### src/rtl/core/sct_pkg.sv
package sct_pkg;

  localparam int KEY_W = 64;

  typedef enum logic [1:0] {
    KIND_LOOKUP  = 2'd0,
    KIND_ADD_ORD = 2'd1,
    KIND_ADD_TL  = 2'd2,
    KIND_SORT    = 2'd3
  } kind_t;

  typedef enum logic {
    REG_MISSING = 1'b0,
    REG_SORT_EN = 1'b1
  } reg_idx_t;

  typedef enum logic [4:0] {
    ST_IDLE, ST_DISPATCH,
    ST_BS_CHK, ST_BS_CMP, ST_BS_CR, ST_BS_CL, ST_BS_FAIL,
    ST_MS_INIT, ST_MS_CHK, ST_MS_CMP,
    ST_SA_CHK, ST_SA_CMP, ST_SH_CHK, ST_SH_WR,
    ST_TA_CHK, ST_TA_CMP,
    ST_SO_INIT, ST_SO_CHK, ST_SO_LDV, ST_SO_IN, ST_SO_CMP,
    ST_FIN
  } state_t;

  typedef enum logic [4:0] {
    OP_NONE, OP_LOAD,
    OP_BS_STEP, OP_BS_CMP, OP_RD_R, OP_RD_L,
    OP_HIT_MID, OP_HIT_R, OP_HIT_L, OP_HIT_I, OP_HIT_MISS,
    OP_MISS_INIT, OP_RD_I, OP_INC_I,
    OP_RES_ZERO, OP_RES_FULL,
    OP_RD_JM1, OP_WR_J, OP_WR_X_I, OP_WR_X_N,
    OP_SORT_INIT, OP_LOAD_V, OP_WR_V,
    OP_EMIT
  } op_t;

  typedef struct packed {
    kind_t kind;
    logic  bs_empty;
    logic  bs_more;
    logic  lt;
    logic  eq;
    logic  miss_done;
    logic  i_neg;
    logic  i_eq_n;
    logic  full;
    logic  j_eq_i;
    logic  j_zero;
    logic  gt_v;
    logic  sort_go;
    logic  i_gt_last;
    logic  out_free;
  } status_t;

endpackage

### src/rtl/core/sct_ctrl.sv
module sct_ctrl (
  input  logic             clk,
  input  logic             rst,
  input  logic             in_valid,
  output logic             in_ready,
  input  sct_pkg::status_t status,
  output sct_pkg::op_t     op
);
  import sct_pkg::*;

  state_t state, state_next;

  always_ff @(posedge clk) begin
    if (rst) begin
      state <= ST_IDLE;
    end else begin
      state <= state_next;
    end
  end

  assign in_ready = state == ST_IDLE;

  always_comb begin
    state_next = state;
    case (state)
      ST_IDLE:     if (in_valid) state_next = ST_DISPATCH;
      ST_DISPATCH: begin
        case (status.kind)
          KIND_LOOKUP, KIND_ADD_ORD: state_next = ST_BS_CHK;
          KIND_ADD_TL:               state_next = ST_TA_CHK;
          default:                   state_next = ST_SO_INIT;
        endcase
      end
      ST_BS_CHK: begin
        if (status.bs_empty)     state_next = ST_BS_FAIL;
        else if (status.bs_more) state_next = ST_BS_CMP;
        else                     state_next = ST_BS_CR;
      end
      ST_BS_CMP:  state_next = status.eq ? ST_FIN : ST_BS_CHK;
      ST_BS_CR:   state_next = status.eq ? ST_FIN : ST_BS_CL;
      ST_BS_CL:   state_next = status.eq ? ST_FIN : ST_BS_FAIL;
      ST_BS_FAIL: begin
        if (status.kind == KIND_LOOKUP) state_next = ST_MS_INIT;
        else if (status.full)           state_next = ST_FIN;
        else                            state_next = ST_SA_CHK;
      end
      ST_MS_INIT: state_next = ST_MS_CHK;
      ST_MS_CHK: begin
        if (status.miss_done)   state_next = ST_FIN;
        else if (!status.i_neg) state_next = ST_MS_CMP;
      end
      ST_MS_CMP:  state_next = status.eq ? ST_FIN : ST_MS_CHK;
      ST_SA_CHK:  state_next = status.i_eq_n ? ST_SH_CHK : ST_SA_CMP;
      ST_SA_CMP:  state_next = status.lt ? ST_SH_CHK : ST_SA_CHK;
      ST_SH_CHK:  state_next = status.j_eq_i ? ST_FIN : ST_SH_WR;
      ST_SH_WR:   state_next = ST_SH_CHK;
      ST_TA_CHK:  state_next = status.i_eq_n ? ST_FIN : ST_TA_CMP;
      ST_TA_CMP:  state_next = status.eq ? ST_FIN : ST_TA_CHK;
      ST_SO_INIT: state_next = status.sort_go ? ST_SO_CHK : ST_FIN;
      ST_SO_CHK:  state_next = status.i_gt_last ? ST_FIN : ST_SO_LDV;
      ST_SO_LDV:  state_next = ST_SO_IN;
      ST_SO_IN:   state_next = status.j_zero ? ST_SO_CHK : ST_SO_CMP;
      ST_SO_CMP:  state_next = status.gt_v ? ST_SO_IN : ST_SO_CHK;
      ST_FIN:     if (status.out_free) state_next = ST_IDLE;
      default:    state_next = ST_IDLE;
    endcase
  end

  always_comb begin
    op = OP_NONE;
    case (state)
      ST_IDLE: if (in_valid) op = OP_LOAD;
      ST_BS_CHK: begin
        if (status.bs_empty)     op = OP_NONE;
        else if (status.bs_more) op = OP_BS_STEP;
        else                     op = OP_RD_R;
      end
      ST_BS_CMP:  op = status.eq ? OP_HIT_MID : OP_BS_CMP;
      ST_BS_CR:   op = status.eq ? OP_HIT_R : OP_RD_L;
      ST_BS_CL:   op = status.eq ? OP_HIT_L : OP_NONE;
      ST_BS_FAIL: begin
        if (status.kind != KIND_LOOKUP && status.full) op = OP_RES_FULL;
      end
      ST_MS_INIT: op = OP_MISS_INIT;
      ST_MS_CHK: begin
        if (status.miss_done)  op = OP_RES_ZERO;
        else if (status.i_neg) op = OP_INC_I;
        else                   op = OP_RD_I;
      end
      ST_MS_CMP:  op = status.eq ? OP_HIT_MISS : OP_INC_I;
      ST_SA_CHK:  op = status.i_eq_n ? OP_NONE : OP_RD_I;
      ST_SA_CMP:  op = status.lt ? OP_NONE : OP_INC_I;
      ST_SH_CHK:  op = status.j_eq_i ? OP_WR_X_I : OP_RD_JM1;
      ST_SH_WR:   op = OP_WR_J;
      ST_TA_CHK: begin
        if (!status.i_eq_n)  op = OP_RD_I;
        else if (status.full) op = OP_RES_FULL;
        else                 op = OP_WR_X_N;
      end
      ST_TA_CMP:  op = status.eq ? OP_HIT_I : OP_INC_I;
      ST_SO_INIT: op = status.sort_go ? OP_SORT_INIT : OP_RES_ZERO;
      ST_SO_CHK:  op = status.i_gt_last ? OP_RES_ZERO : OP_RD_I;
      ST_SO_LDV:  op = OP_LOAD_V;
      ST_SO_IN:   op = status.j_zero ? OP_WR_V : OP_RD_JM1;
      ST_SO_CMP:  op = status.gt_v ? OP_WR_J : OP_WR_V;
      ST_FIN:     if (status.out_free) op = OP_EMIT;
      default:    op = OP_NONE;
    endcase
  end

  a_emit_only_fin: assert property (@(posedge clk) disable iff (rst)
    (op == OP_EMIT) |-> (state == ST_FIN))
    else $error("result emitted outside finish");

  a_load_from_idle: assert property (@(posedge clk) disable iff (rst)
    (op == OP_LOAD) |=> (state == ST_DISPATCH))
    else $error("load did not start dispatch");

  a_busy_not_ready: assert property (@(posedge clk) disable iff (rst)
    (state != ST_IDLE) |-> !in_ready)
    else $error("ready while busy");

endmodule

### config.mk
export PLATFORM = sky130hd
export DESIGN_NAME = sct_ctrl
export DESIGN_NICKNAME = d
export VERILOG_FILES = /design/src/rtl/core/sct_pkg.sv /design/src/rtl/core/sct_ctrl.sv
export SDC_FILE = /design/constraint.sdc
export NUM_CORES = 1
export LEC_CHECK = 0
export BUFFER_PORTS_ARGS = -buffer_cell sky130_fd_sc_hd__buf_2
export CAP_MARGIN = 20
export CORE_ASPECT_RATIO = 1.75
export CORE_MARGIN = 5
export CORE_UTILIZATION = 30
export DETAILED_ROUTE_END_ITERATION = 10
export GPL_ROUTABILITY_DRIVEN = 0
export PLACE_DENSITY_LB_ADDON = 0.12
export SLEW_MARGIN = 20
export SYNTH_ARGS = -nofsm -noshare
export SYNTH_HDL_FRONTEND = slang
export SYNTH_SLANG_ARGS = --single-unit
export TNS_END_PERCENT = 30
### constraint.sdc
create_clock -name clk -period 1.9 [get_ports clk]
set_clock_uncertainty 0.15 [all_clocks]
set_input_delay 0.19 -clock clk [delete_from_list [all_inputs] [get_ports clk]]
set_output_delay 0.19 -clock clk [all_outputs]
set_load 0.01 [all_outputs]
==> results.json, run 1 <==
{
  "status": "complete, but fails checks",
  "violations": "negative setup slack",
  "dpl.hpwl_um": 4644,
  "ant_nets": 0,
  "seq_area_frac_synth_pct": 8.273,
  "p_leak_nw": 0.9420,
  "synth_area_um2": 1210,
  "cts-buffers-inserted": 3,
  "vias_per_cell": 5.907,
  "cts_sinks": 5,
  "tritoncts": "done",
  "yosys.area_share.simple_pct": 40.64,
  "crit_chain": "buf_6 > and4bb_1 > a32o_2 > or4b_1 > buf_2",
  "fmax_mhz": 460.7,
  "fp.dieH_um": 94.01,
  "placed_cells": 305,
  "synth_nets": 207,
  "rsz0062_at_grt": "true",
  "slew-limit-headroom_pct": 71.98,
  "design_area_um2": 2120,
  "p_switching_mw": 1.355,
  "grt-ovfl-total": 0,
  "cp_max_fo": 5,
  "clkPwrFrac_pct": 7.1,
  "synth_cells": 188,
  "antenna_found_initial": 0,
  "largest_reg_flops": 5,
  "synthDistinctLibCells": 51,
  "avgRoutedWirePerCell_um": 18.76,
  "core-area_um2": 3904,
  "arrival_ps": 1830,
  "synth_xor_area_share_pct": 2.068,
  "p_per_area_nw_per_um2": 1343,
  "cp_slowest_cell": "or4b_1",
  "ys_seq_elements": 5,
  "firstDrtPassIters": 4,
  "cp-end-kind": "output pin",
  "synth_top_family_by_area": "simple AND/OR/NAND/NOR gates",
  "reg_top3": "state: 5 flops",
  "vdd_drop_max_mv": 0.8462,
  "instances_no_fill": 323,
  "clk_pin_slew_ps": 40,
  "h-tree-depth": 1,
  "insertion_delay_ps": 220,
  "critPathMaxStageDelay_ps": 460,
  "track_usage_pct": 22.19,
  "die_w_um": 58.01,
  "io_buffers": 24,
  "whs_ps": 66.88,
  "tightest_slew_ps": 416.4,
  "drive_gt1_share_pct": 49.09,
  "area_delta_synth_final_pct": 75.18,
  "grt_pass1_wl_um": 9301,
  "holdBufCountCts": 0,
  "drv_slew": 0,
  "p_int_mw": 1.493,
  "synth_async_sr_flop_share_pct": 0,
  "clock_path_buffers": 2,
  "pin_count": 25,
  "startpoint_type": "flop",
  "muxShareOfSynthArea_pct": 4.447,
  "synth_top_area_share_pct": 8.273,
  "synth_ff_type": "dfxtp_1",
  "top_register": "state",
  "wl_um": 6061,
  "dpl-instance-area_um2": 1757,
  "synthAdderAreaFrac_pct": 0,
  "min_path_type": "in -> reg",
  "drtIter0Drc": 88,
  "netSwitchingFraction_pct": 47.58,
  "synth_compound_area_share_pct": 35.47,
  "finalSetupViolCount": 7,
  "utilization_pct": 54.29,
  "syn_avg_cell_area_um2": 6.436,
  "finalPower_mw": 2.847,
  "dieArea_um2": 5453,
  "post-route-min-period_ps": 2171,
  "drc_errors": 0,
  "yosys_warnings": 0,
  "cts_root_buf": "clkbuf_8",
  "grt_max_degree": 15,
  "fin_nets": 295,
  "hold_viol": 0,
  "r2r_slack_ps": -130,
  "drv_cap": 0,
  "fin_ws_ps": -270.8,
  "power_frac_seq_pct": 9.1,
  "combinationalPowerShare_pct": 83.8,
  "crit_type": "reg -> out",
  "cp.required_ps": 1560,
  "rows": 30,
  "synth_edf_count": 0,
  "yosysTopAreaCell": "dfxtp_1",
  "initial_core_util_pct": 30.99,
  "n_antenna_cell": 0,
  "grt_pass1_vias": 1928,
  "finalSetupTns_ps": -1042,
  "finalCritPeriodShare_pct": 114.3,
  "netlist_top_cells_area": "dfxtp_1 (8.3%), nand2_1 (7.8%), nor2_1 (5.9%), nand2b_1 (5.2%), o21ai_0 (4.6%)",
  "dp_worst_setup_slack_ps": -154.7,
  "vias": 1908
}
-- cell usage after synthesis, drive strengths merged, types with 3 or more instances --
master / n
mux2: 3
nor2b: 5
a41oi: 3
o21ai: 11
dfxtp: 5
inv: 7
nand2: 25
o22ai: 8
nor3b: 3
nor4: 5
nor3: 5
a21oi: 10
a32o: 3
nand2b: 10
buf: 13
a32oi: 3
nor2: 21
nand3: 6
-- cells in the final DEF (no fill, tap or decap), types with 3 or more instances in the layout --
cell type / n
o22ai_1: 4
nand2b_1: 8
buf_4: 66
nor3_1: 5
nor2_1: 17
nor4_1: 4
buf_2: 24
inv_1: 7
o22ai_2: 4
clkbuf_8: 3
nand3_1: 6
nand2_1: 24
buf_6: 4
dfxtp_4: 3
a32oi_1: 3
a21oi_1: 10
o21ai_1: 4
o21ai_0: 5
nor2b_1: 4
-- path summary, 6_finish.rpt --
check	from	to	cells after the start
min	rst	state[0]	2
min reg2reg	state[1]	state[4]	3
max reg2reg	state[3]	state[4]	12
max	state[3]	op[1]	5
-- power by group through the flow --
stage	sequential, mW	combinational (mW)	clock, mW
after CTS	0.249	2.16	0.206
after floorplan	0.176	1.13	0
after global routing	0.263	2.54	0.211
final	0.259	2.39	0.202
after detailed placement	0.229	2.02	0
after global placement	0.226	2.03	0
-- metal layers --
| metal | vias up | GRT usage, % | routed length [um] |
|---|---|---|---|
| met1 | 888 | 24.69 | 2278 |
| met2 | 107 | 38.58 | 3036 |
| li1 | 879 | - | - |
| met4 | 0 | 15.47 | 432 |
| met3 | 34 | 1.651 | 314 |
| met5 | - | 0 | 0 |
-- cell families (layout without fill, tap and decap cells) --
family	after synthesis	after routing
buffers and inverters	22	109
xor gates and xnor gates	2	2
and+or+nand+nor	94	94
AOI/OAI and AO/OA	60	60
muxes	5	5
DFF	5	5
-- cell type report --
class | instances | area [um2]
Fill cell | 396 | 1784
Clock buffer | 4 | 45.04
Multi-Input combinational cell | 161 | 1144
Inverter | 7 | 26.28
Sequential cell | 5 | 113.9
Tap cell | 48 | 60.06
Timing Repair Buffer | 98 | 730.7
-- critical path, delay by kind of cell (launching register included) --
family | cells | cell delay (ps)
DFF | 1 | 370
buffers and inverters | 2 | 280
AOI/OAI and AO/OA | 1 | 250
and+or+nand+nor | 2 | 700
-- what timing repair did --
item,4_1_cts,5_1_grt
endpoints found under the setup margin,7,8
setup buffers,8,6
resized for setup,27,26
pin swaps,10,8
(Power assumes the default switching activity.)
==> inputs of run 2 (changes only) <==
--- a/config.mk
+++ b/config.mk
@@ -7,7 +7,7 @@
 export LEC_CHECK = 0
 export BUFFER_PORTS_ARGS = -buffer_cell sky130_fd_sc_hd__buf_2
 export CAP_MARGIN = 20
-export CORE_ASPECT_RATIO = 1.75
+export CORE_ASPECT_RATIO = 0.5
 export CORE_MARGIN = 5
 export CORE_UTILIZATION = 30
 export DETAILED_ROUTE_END_ITERATION = 10
==> run 2 against run 1 <==
Effect of this change:
- the flow still finishes with violations (negative setup slack)
- routed wire length is 10% lower
- clock-buffer cell count stayed put
- core utilization is 5.3 points lower
- final cell count is 2.8% lower
- sequential cell count stayed put
- critical endpoint unchanged
- largest power group unchanged
==> results.json, run 2 (synthesis results as in run 1) <==
{
  "dieArea_um2": 5480,
  "crit_type": "reg -> out",
  "tightest_slew_ps": 353.2,
  "die_w_um": 99.81,
  "utilization_pct": 49.01,
  "ant_nets": 0,
  "startpoint_type": "flop",
  "crit_chain": "buf_6 > nand2b_1 > o22ai_1 > a32o_1 > or4b_1 > buf_2",
  "grt_pass1_vias": 1695,
  "arrival_ps": 1840,
  "post-route-min-period_ps": 2184,
  "clk_pin_slew_ps": 40,
  "rsz0062_at_grt": "true",
  "cts_root_buf": "clkbuf_8",
  "pin_count": 25,
  "finalSetupViolCount": 7,
  "clkPwrFrac_pct": 7.7,
  "dpl.hpwl_um": 4368,
  "initial_core_util_pct": 30.99,
  "fmax_mhz": 457.9,
  "drive_gt1_share_pct": 42.31,
  "h-tree-depth": 1,
  "cts-buffers-inserted": 3,
  "placed_cells": 304,
  "p_int_mw": 1.420,
  "vias_per_cell": 5.752,
  "violations": "negative setup slack",
  "critPathBufInv": 2,
  "cp_slowest_cell": "or4b_1",
  "rows": 16,
  "final_cell_mix": "buf_4 (54), nand2_1 (24), buf_2 (24), nor2_1 (19)",
  "firstDrtPassIters": 5,
  "fill_cells": 407,
  "clock_path_buffers": 2,
  "reg_top3": "state: 5 flops",
  "slew-limit-headroom_pct": 76.40,
  "n_antenna_cell": 0,
  "p_leak_nw": 0.8205,
  "grt-ovfl-total": 0,
  "fin_ws_ps": -283.8,
  "instances_no_fill": 314,
  "drtIter0Drc": 186,
  "drc_errors": 0,
  "cp-end-kind": "output pin",
  "cts_sinks": 5,
  "vias": 1806,
  "antenna_found_initial": 0,
  "holdBufCountCts": 0,
  "min_path_type": "in -> reg",
  "vdd_drop_max_mv": 0.4820,
  "insertion_delay_ps": 230,
  "drv_slew": 0,
  "core-area_um2": 3904,
  "io_buffers": 24,
  "hold_viol": 0,
  "drv_cap": 0,
  "finalCritPeriodShare_pct": 114.9,
  "wl_um": 5454,
  "avgRoutedWirePerCell_um": 17.37,
  "critPathMaxStageDelay_ps": 520,
  "tritoncts": "done",
  "cp_max_fo": 6,
  "track_usage_pct": 21.13,
  "p_switching_mw": 1.277,
  "critical_path.top_delay_family": "simple AND/OR/NAND/NOR gates",
  "area_delta_synth_final_pct": 58.12,
  "power_frac_seq_pct": 9.7,
  "combinationalPowerShare_pct": 82.6,
  "largest_reg_flops": 5,
  "grt_max_degree": 15,
  "cp.required_ps": 1560,
  "status": "complete, but fails checks",
  "fp.dieH_um": 54.91,
  "fin_nets": 280,
  "p_per_area_nw_per_um2": 1410,
  "top_register": "state",
  "grt_pass1_wl_um": 8756,
  "final_common_cell": "buf_4",
  "netSwitchingFraction_pct": 47.34
}
run 2: power by group through the flow:
stage | Combinational (mW) | Clock (mW) | Sequential [mW]
final | 2.23 | 0.207 | 0.262
after global placement | 2.04 | 0 | 0.239
after detailed placement | 2.02 | 0 | 0.233
after CTS | 2.15 | 0.214 | 0.256
after floorplan | 1.13 | 0 | 0.176
after global routing | 2.39 | 0.221 | 0.266
run 2: path summary, 6_finish.rpt:
path	cells after the start	start	slack, ps	end
worst max-delay path	6	state[1]	-280	op[1]
worst min-delay path	2	rst	50	state[0]
worst max register to register	8	state[3]	-230	state[0]
worst min register to register	3	state[3]	520	state[3]
run 2: cell type report:
class | instances | area [um2] | share of cell area [%]
multi-input cells | 161 | 1070 | 55.92
flip-flops and latches | 5 | 113.9 | 5.952
well taps | 54 | 67.56 | 3.532
inverters | 7 | 26.28 | 1.373
clock buffers | 4 | 45.04 | 2.354
repair buffers | 83 | 590.6 | 30.87
run 2: worst register-to-register path, cell delays in order (launching register included):
cell and delay, ps:
dfxtp_4 350, buf_6 130, or2_4 250, or4_4 520
buf_4 160, o221ai_2 80, nor4_2 80, buf_4 150
a211oi_2 190
run 2: metal layers:
| metal | global-route usage [%] | vias up | wire (um) |
|---|---|---|---|
| met5 | 0 | - | 0 |
| met4 | 5.442 | 0 | 82 |
| met3 | 5.882 | 10 | 610 |
| met2 | 31.46 | 125 | 2259 |
| met1 | 29.99 | 817 | 2501 |
| li1 | - | 854 | - |
run 2: repair_timing:
item	CTS	global route
resized for setup	17	9
pin swaps	8	5
buffers inserted	6	0
endpoints found under the setup margin	8	8
run 2: through the flow:
step	power (mW)	instance area, um2	setup WS (ps)	TNS, ps	hold slack [ps]
floorplan	1.306	1210	43.09	0	104.6
global placement	2.275	1724	-235.8	-1022	301.4
detailed placement	2.251	1724	-185.3	-684.3	292.9
CTS	2.622	1873	-249.0	-1289	44.21
global route	2.877	1913	-327.9	-1847	61.49
finish	2.697	1913	-283.8	-1245	52.52
==> inputs of run 3 (changes only) <==
==> constraint.sdc (replaced) <==
create_clock -name clk -period 2.1 [get_ports clk]
set_clock_uncertainty 0.15 [all_clocks]
set_input_delay 0.21 -clock clk [delete_from_list [all_inputs] [get_ports clk]]
set_output_delay 0.21 -clock clk [all_outputs]
set_load 0.01 [all_outputs]
==> run 3 against run 2 <==
Effect of this change:
- the flow still finishes with violations (negative setup slack)
- clock-buffer cell count is the same
- largest power group unchanged
- first-iteration DRC count down 1.1%
- total power shrank 6.6%
- sequential share of layout area rose by 0.15 points
- worst hold slack improved by 36 ps
- critical path depth did not move
- non-clock buffer count fell by 7
- final cell count shrank 2.2%
- sequential cell count stayed put
- via count shrank 0.78%
- routed wire length is 3.2% higher
==> results.json, run 3 (synthesis results as in run 1) <==
{
  "status": "complete, but fails checks",
  "violations": "negative setup slack",
  "r2r_slack_ps": 30,
  "fmax_mhz": 460.4,
  "reg_top3": "state: 5 flops",
  "track_usage_pct": 20.76,
  "firstDrtPassIters": 5,
  "grt-ovfl-total": 0,
  "final_cell_mix": "buf_4 (43), nand2_1 (24), buf_2 (24), nor2_1 (18), o21ai_0 (11)",
  "vdd_drop_max_mv": 0.4790,
  "rows": 16,
  "grt_pass1_wl_um": 8549,
  "p_per_area_nw_per_um2": 1293,
  "die_w_um": 99.81,
  "min_path_type": "in -> reg",
  "tritoncts": "done",
  "dpl.hpwl_um": 4226,
  "fill_cells": 398,
  "tightest_slew_ps": 374.0,
  "n_antenna_cell": 0,
  "finalCritPeriodShare_pct": 103.4,
  "core-area_um2": 3904,
  "area_delta_synth_final_pct": 60.91,
  "top_register": "state",
  "h-tree-depth": 1,
  "placed_cells": 290,
  "grt_pass1_vias": 1662,
  "drv_cap": 0,
  "final_common_cell": "buf_4",
  "pin_count": 25,
  "vias_per_cell": 5.837,
  "holdBufCountCts": 0,
  "rsz0062_at_grt": "true",
  "insertion_delay_ps": 230,
  "r2r-start": "state[1]",
  "cp_max_fo": 7,
  "fp.dieH_um": 54.91,
  "dieArea_um2": 5480,
  "drtIter0Drc": 184,
  "post-route-min-period_ps": 2172,
  "largest_reg_flops": 5,
  "finalSetupViolCount": 4,
  "cts-buffers-inserted": 3,
  "fin_ws_ps": -72.04,
  "reg2reg_depth": 8,
  "crit_type": "reg -> out",
  "wl_um": 5630,
  "critPathLaunch": "state[3]",
  "avgRoutedWirePerCell_um": 18.34,
  "slew-limit-headroom_pct": 74.99,
  "clock_path_buffers": 2,
  "fin_nets": 273,
  "cts_sinks": 5,
  "startpoint_type": "flop",
  "drive_gt1_share_pct": 43.08,
  "initial_core_util_pct": 30.99,
  "grt_max_degree": 15,
  "drv_slew": 0,
  "cp-end-kind": "output pin",
  "ant_nets": 0,
  "cp.required_ps": 1740,
  "antenna_found_initial": 0,
  "p_leak_nw": 0.8130,
  "finalSetupTns_ps": -119.5,
  "instances_no_fill": 307,
  "finalPower_mw": 2.518,
  "drc_errors": 0,
  "io_buffers": 24,
  "vias": 1792,
  "clk_pin_slew_ps": 40,
  "crit_end": "op[1]",
  "hold_viol": 0,
  "cts_root_buf": "clkbuf_8",
  "arrival_ps": 1810,
  "rr_endpoint": "state[0]",
  "utilization_pct": 49.87
}
run 3: cell types whose count changed in the layout (fill, tap and decap cells not counted), moves of 2 or more:
cell     previous run  this run
buf_4              54        43
dfxtp_4             3         5
nor2b_1             5         3
buf_6               4         7
nor2b_4             0         2
dfxtp_2             2         0
run 3: timing repair:
| action | CTS | global route |
|---|---|---|
| gates resized for setup | 27 | 15 |
| buffers inserted | 13 | 0 |
| setup endpoints to repair | 6 | 6 |
| pin swaps | 9 | 3 |
run 3: worst min path at each step:
stage / start / end / slack, ps / cells past startpoint
after detailed placement: rst / state[3] / 320 / 2
after CTS: rst / state[3] / 80 / 2
after floorplan: rst / state[0] / 120 / 1
after global routing: rst / state[1] / 90 / 2
final: rst / state[3] / 90 / 2
after global placement: rst / state[0] / 320 / 2
run 3: layer usage:
metal | global-route usage, % | vias up | wire [um]
li1 | - | 839 | -
met1 | 27.97 | 857 | 2666
met2 | 33.66 | 94 | 2446
met3 | 6.133 | 2 | 503
met4 | 3.628 | 0 | 12
met5 | 0 | - | 0
run 3: through the flow:
stage	worst slack, ps	cell area (um2)	hold WS, ps
after floorplan	223.1	1210	124.6
after global placement	-34.69	1619	321.1
after detailed placement	-21.08	1619	321.2
after CTS	-38.85	1862	80.27
after global routing	-120.1	1947	94.57
final	-72.04	1947	88.59
run 3: worst max-delay path, cell delays in order (launching register included):
cell	delay, ps
dfxtp_4	350
buf_6	140
or2_1	230
or4_4	510
o211ai_1	110
or4b_1	130
buf_2	120
run 3: report_power, final:
part	total, mW	leakage, nW	switching, mW	internal [mW]
Combinational	2.08	0.746	1.05	1.03
Clock	0.181	0.0228	0.0505	0.131
Sequential	0.257	0.0445	0.104	0.153
run 3: layout make-up:
type                       count  area (um2)  share of cell area, %
inverter                       7       26.28                  1.350
tap                           54       67.56                  3.470
multi-input combinational    161        1127                  57.90
timing repair buffer          76       561.8                  28.86
clock buffer                   4       45.04                  2.314
sequential                     5       118.9                  6.105
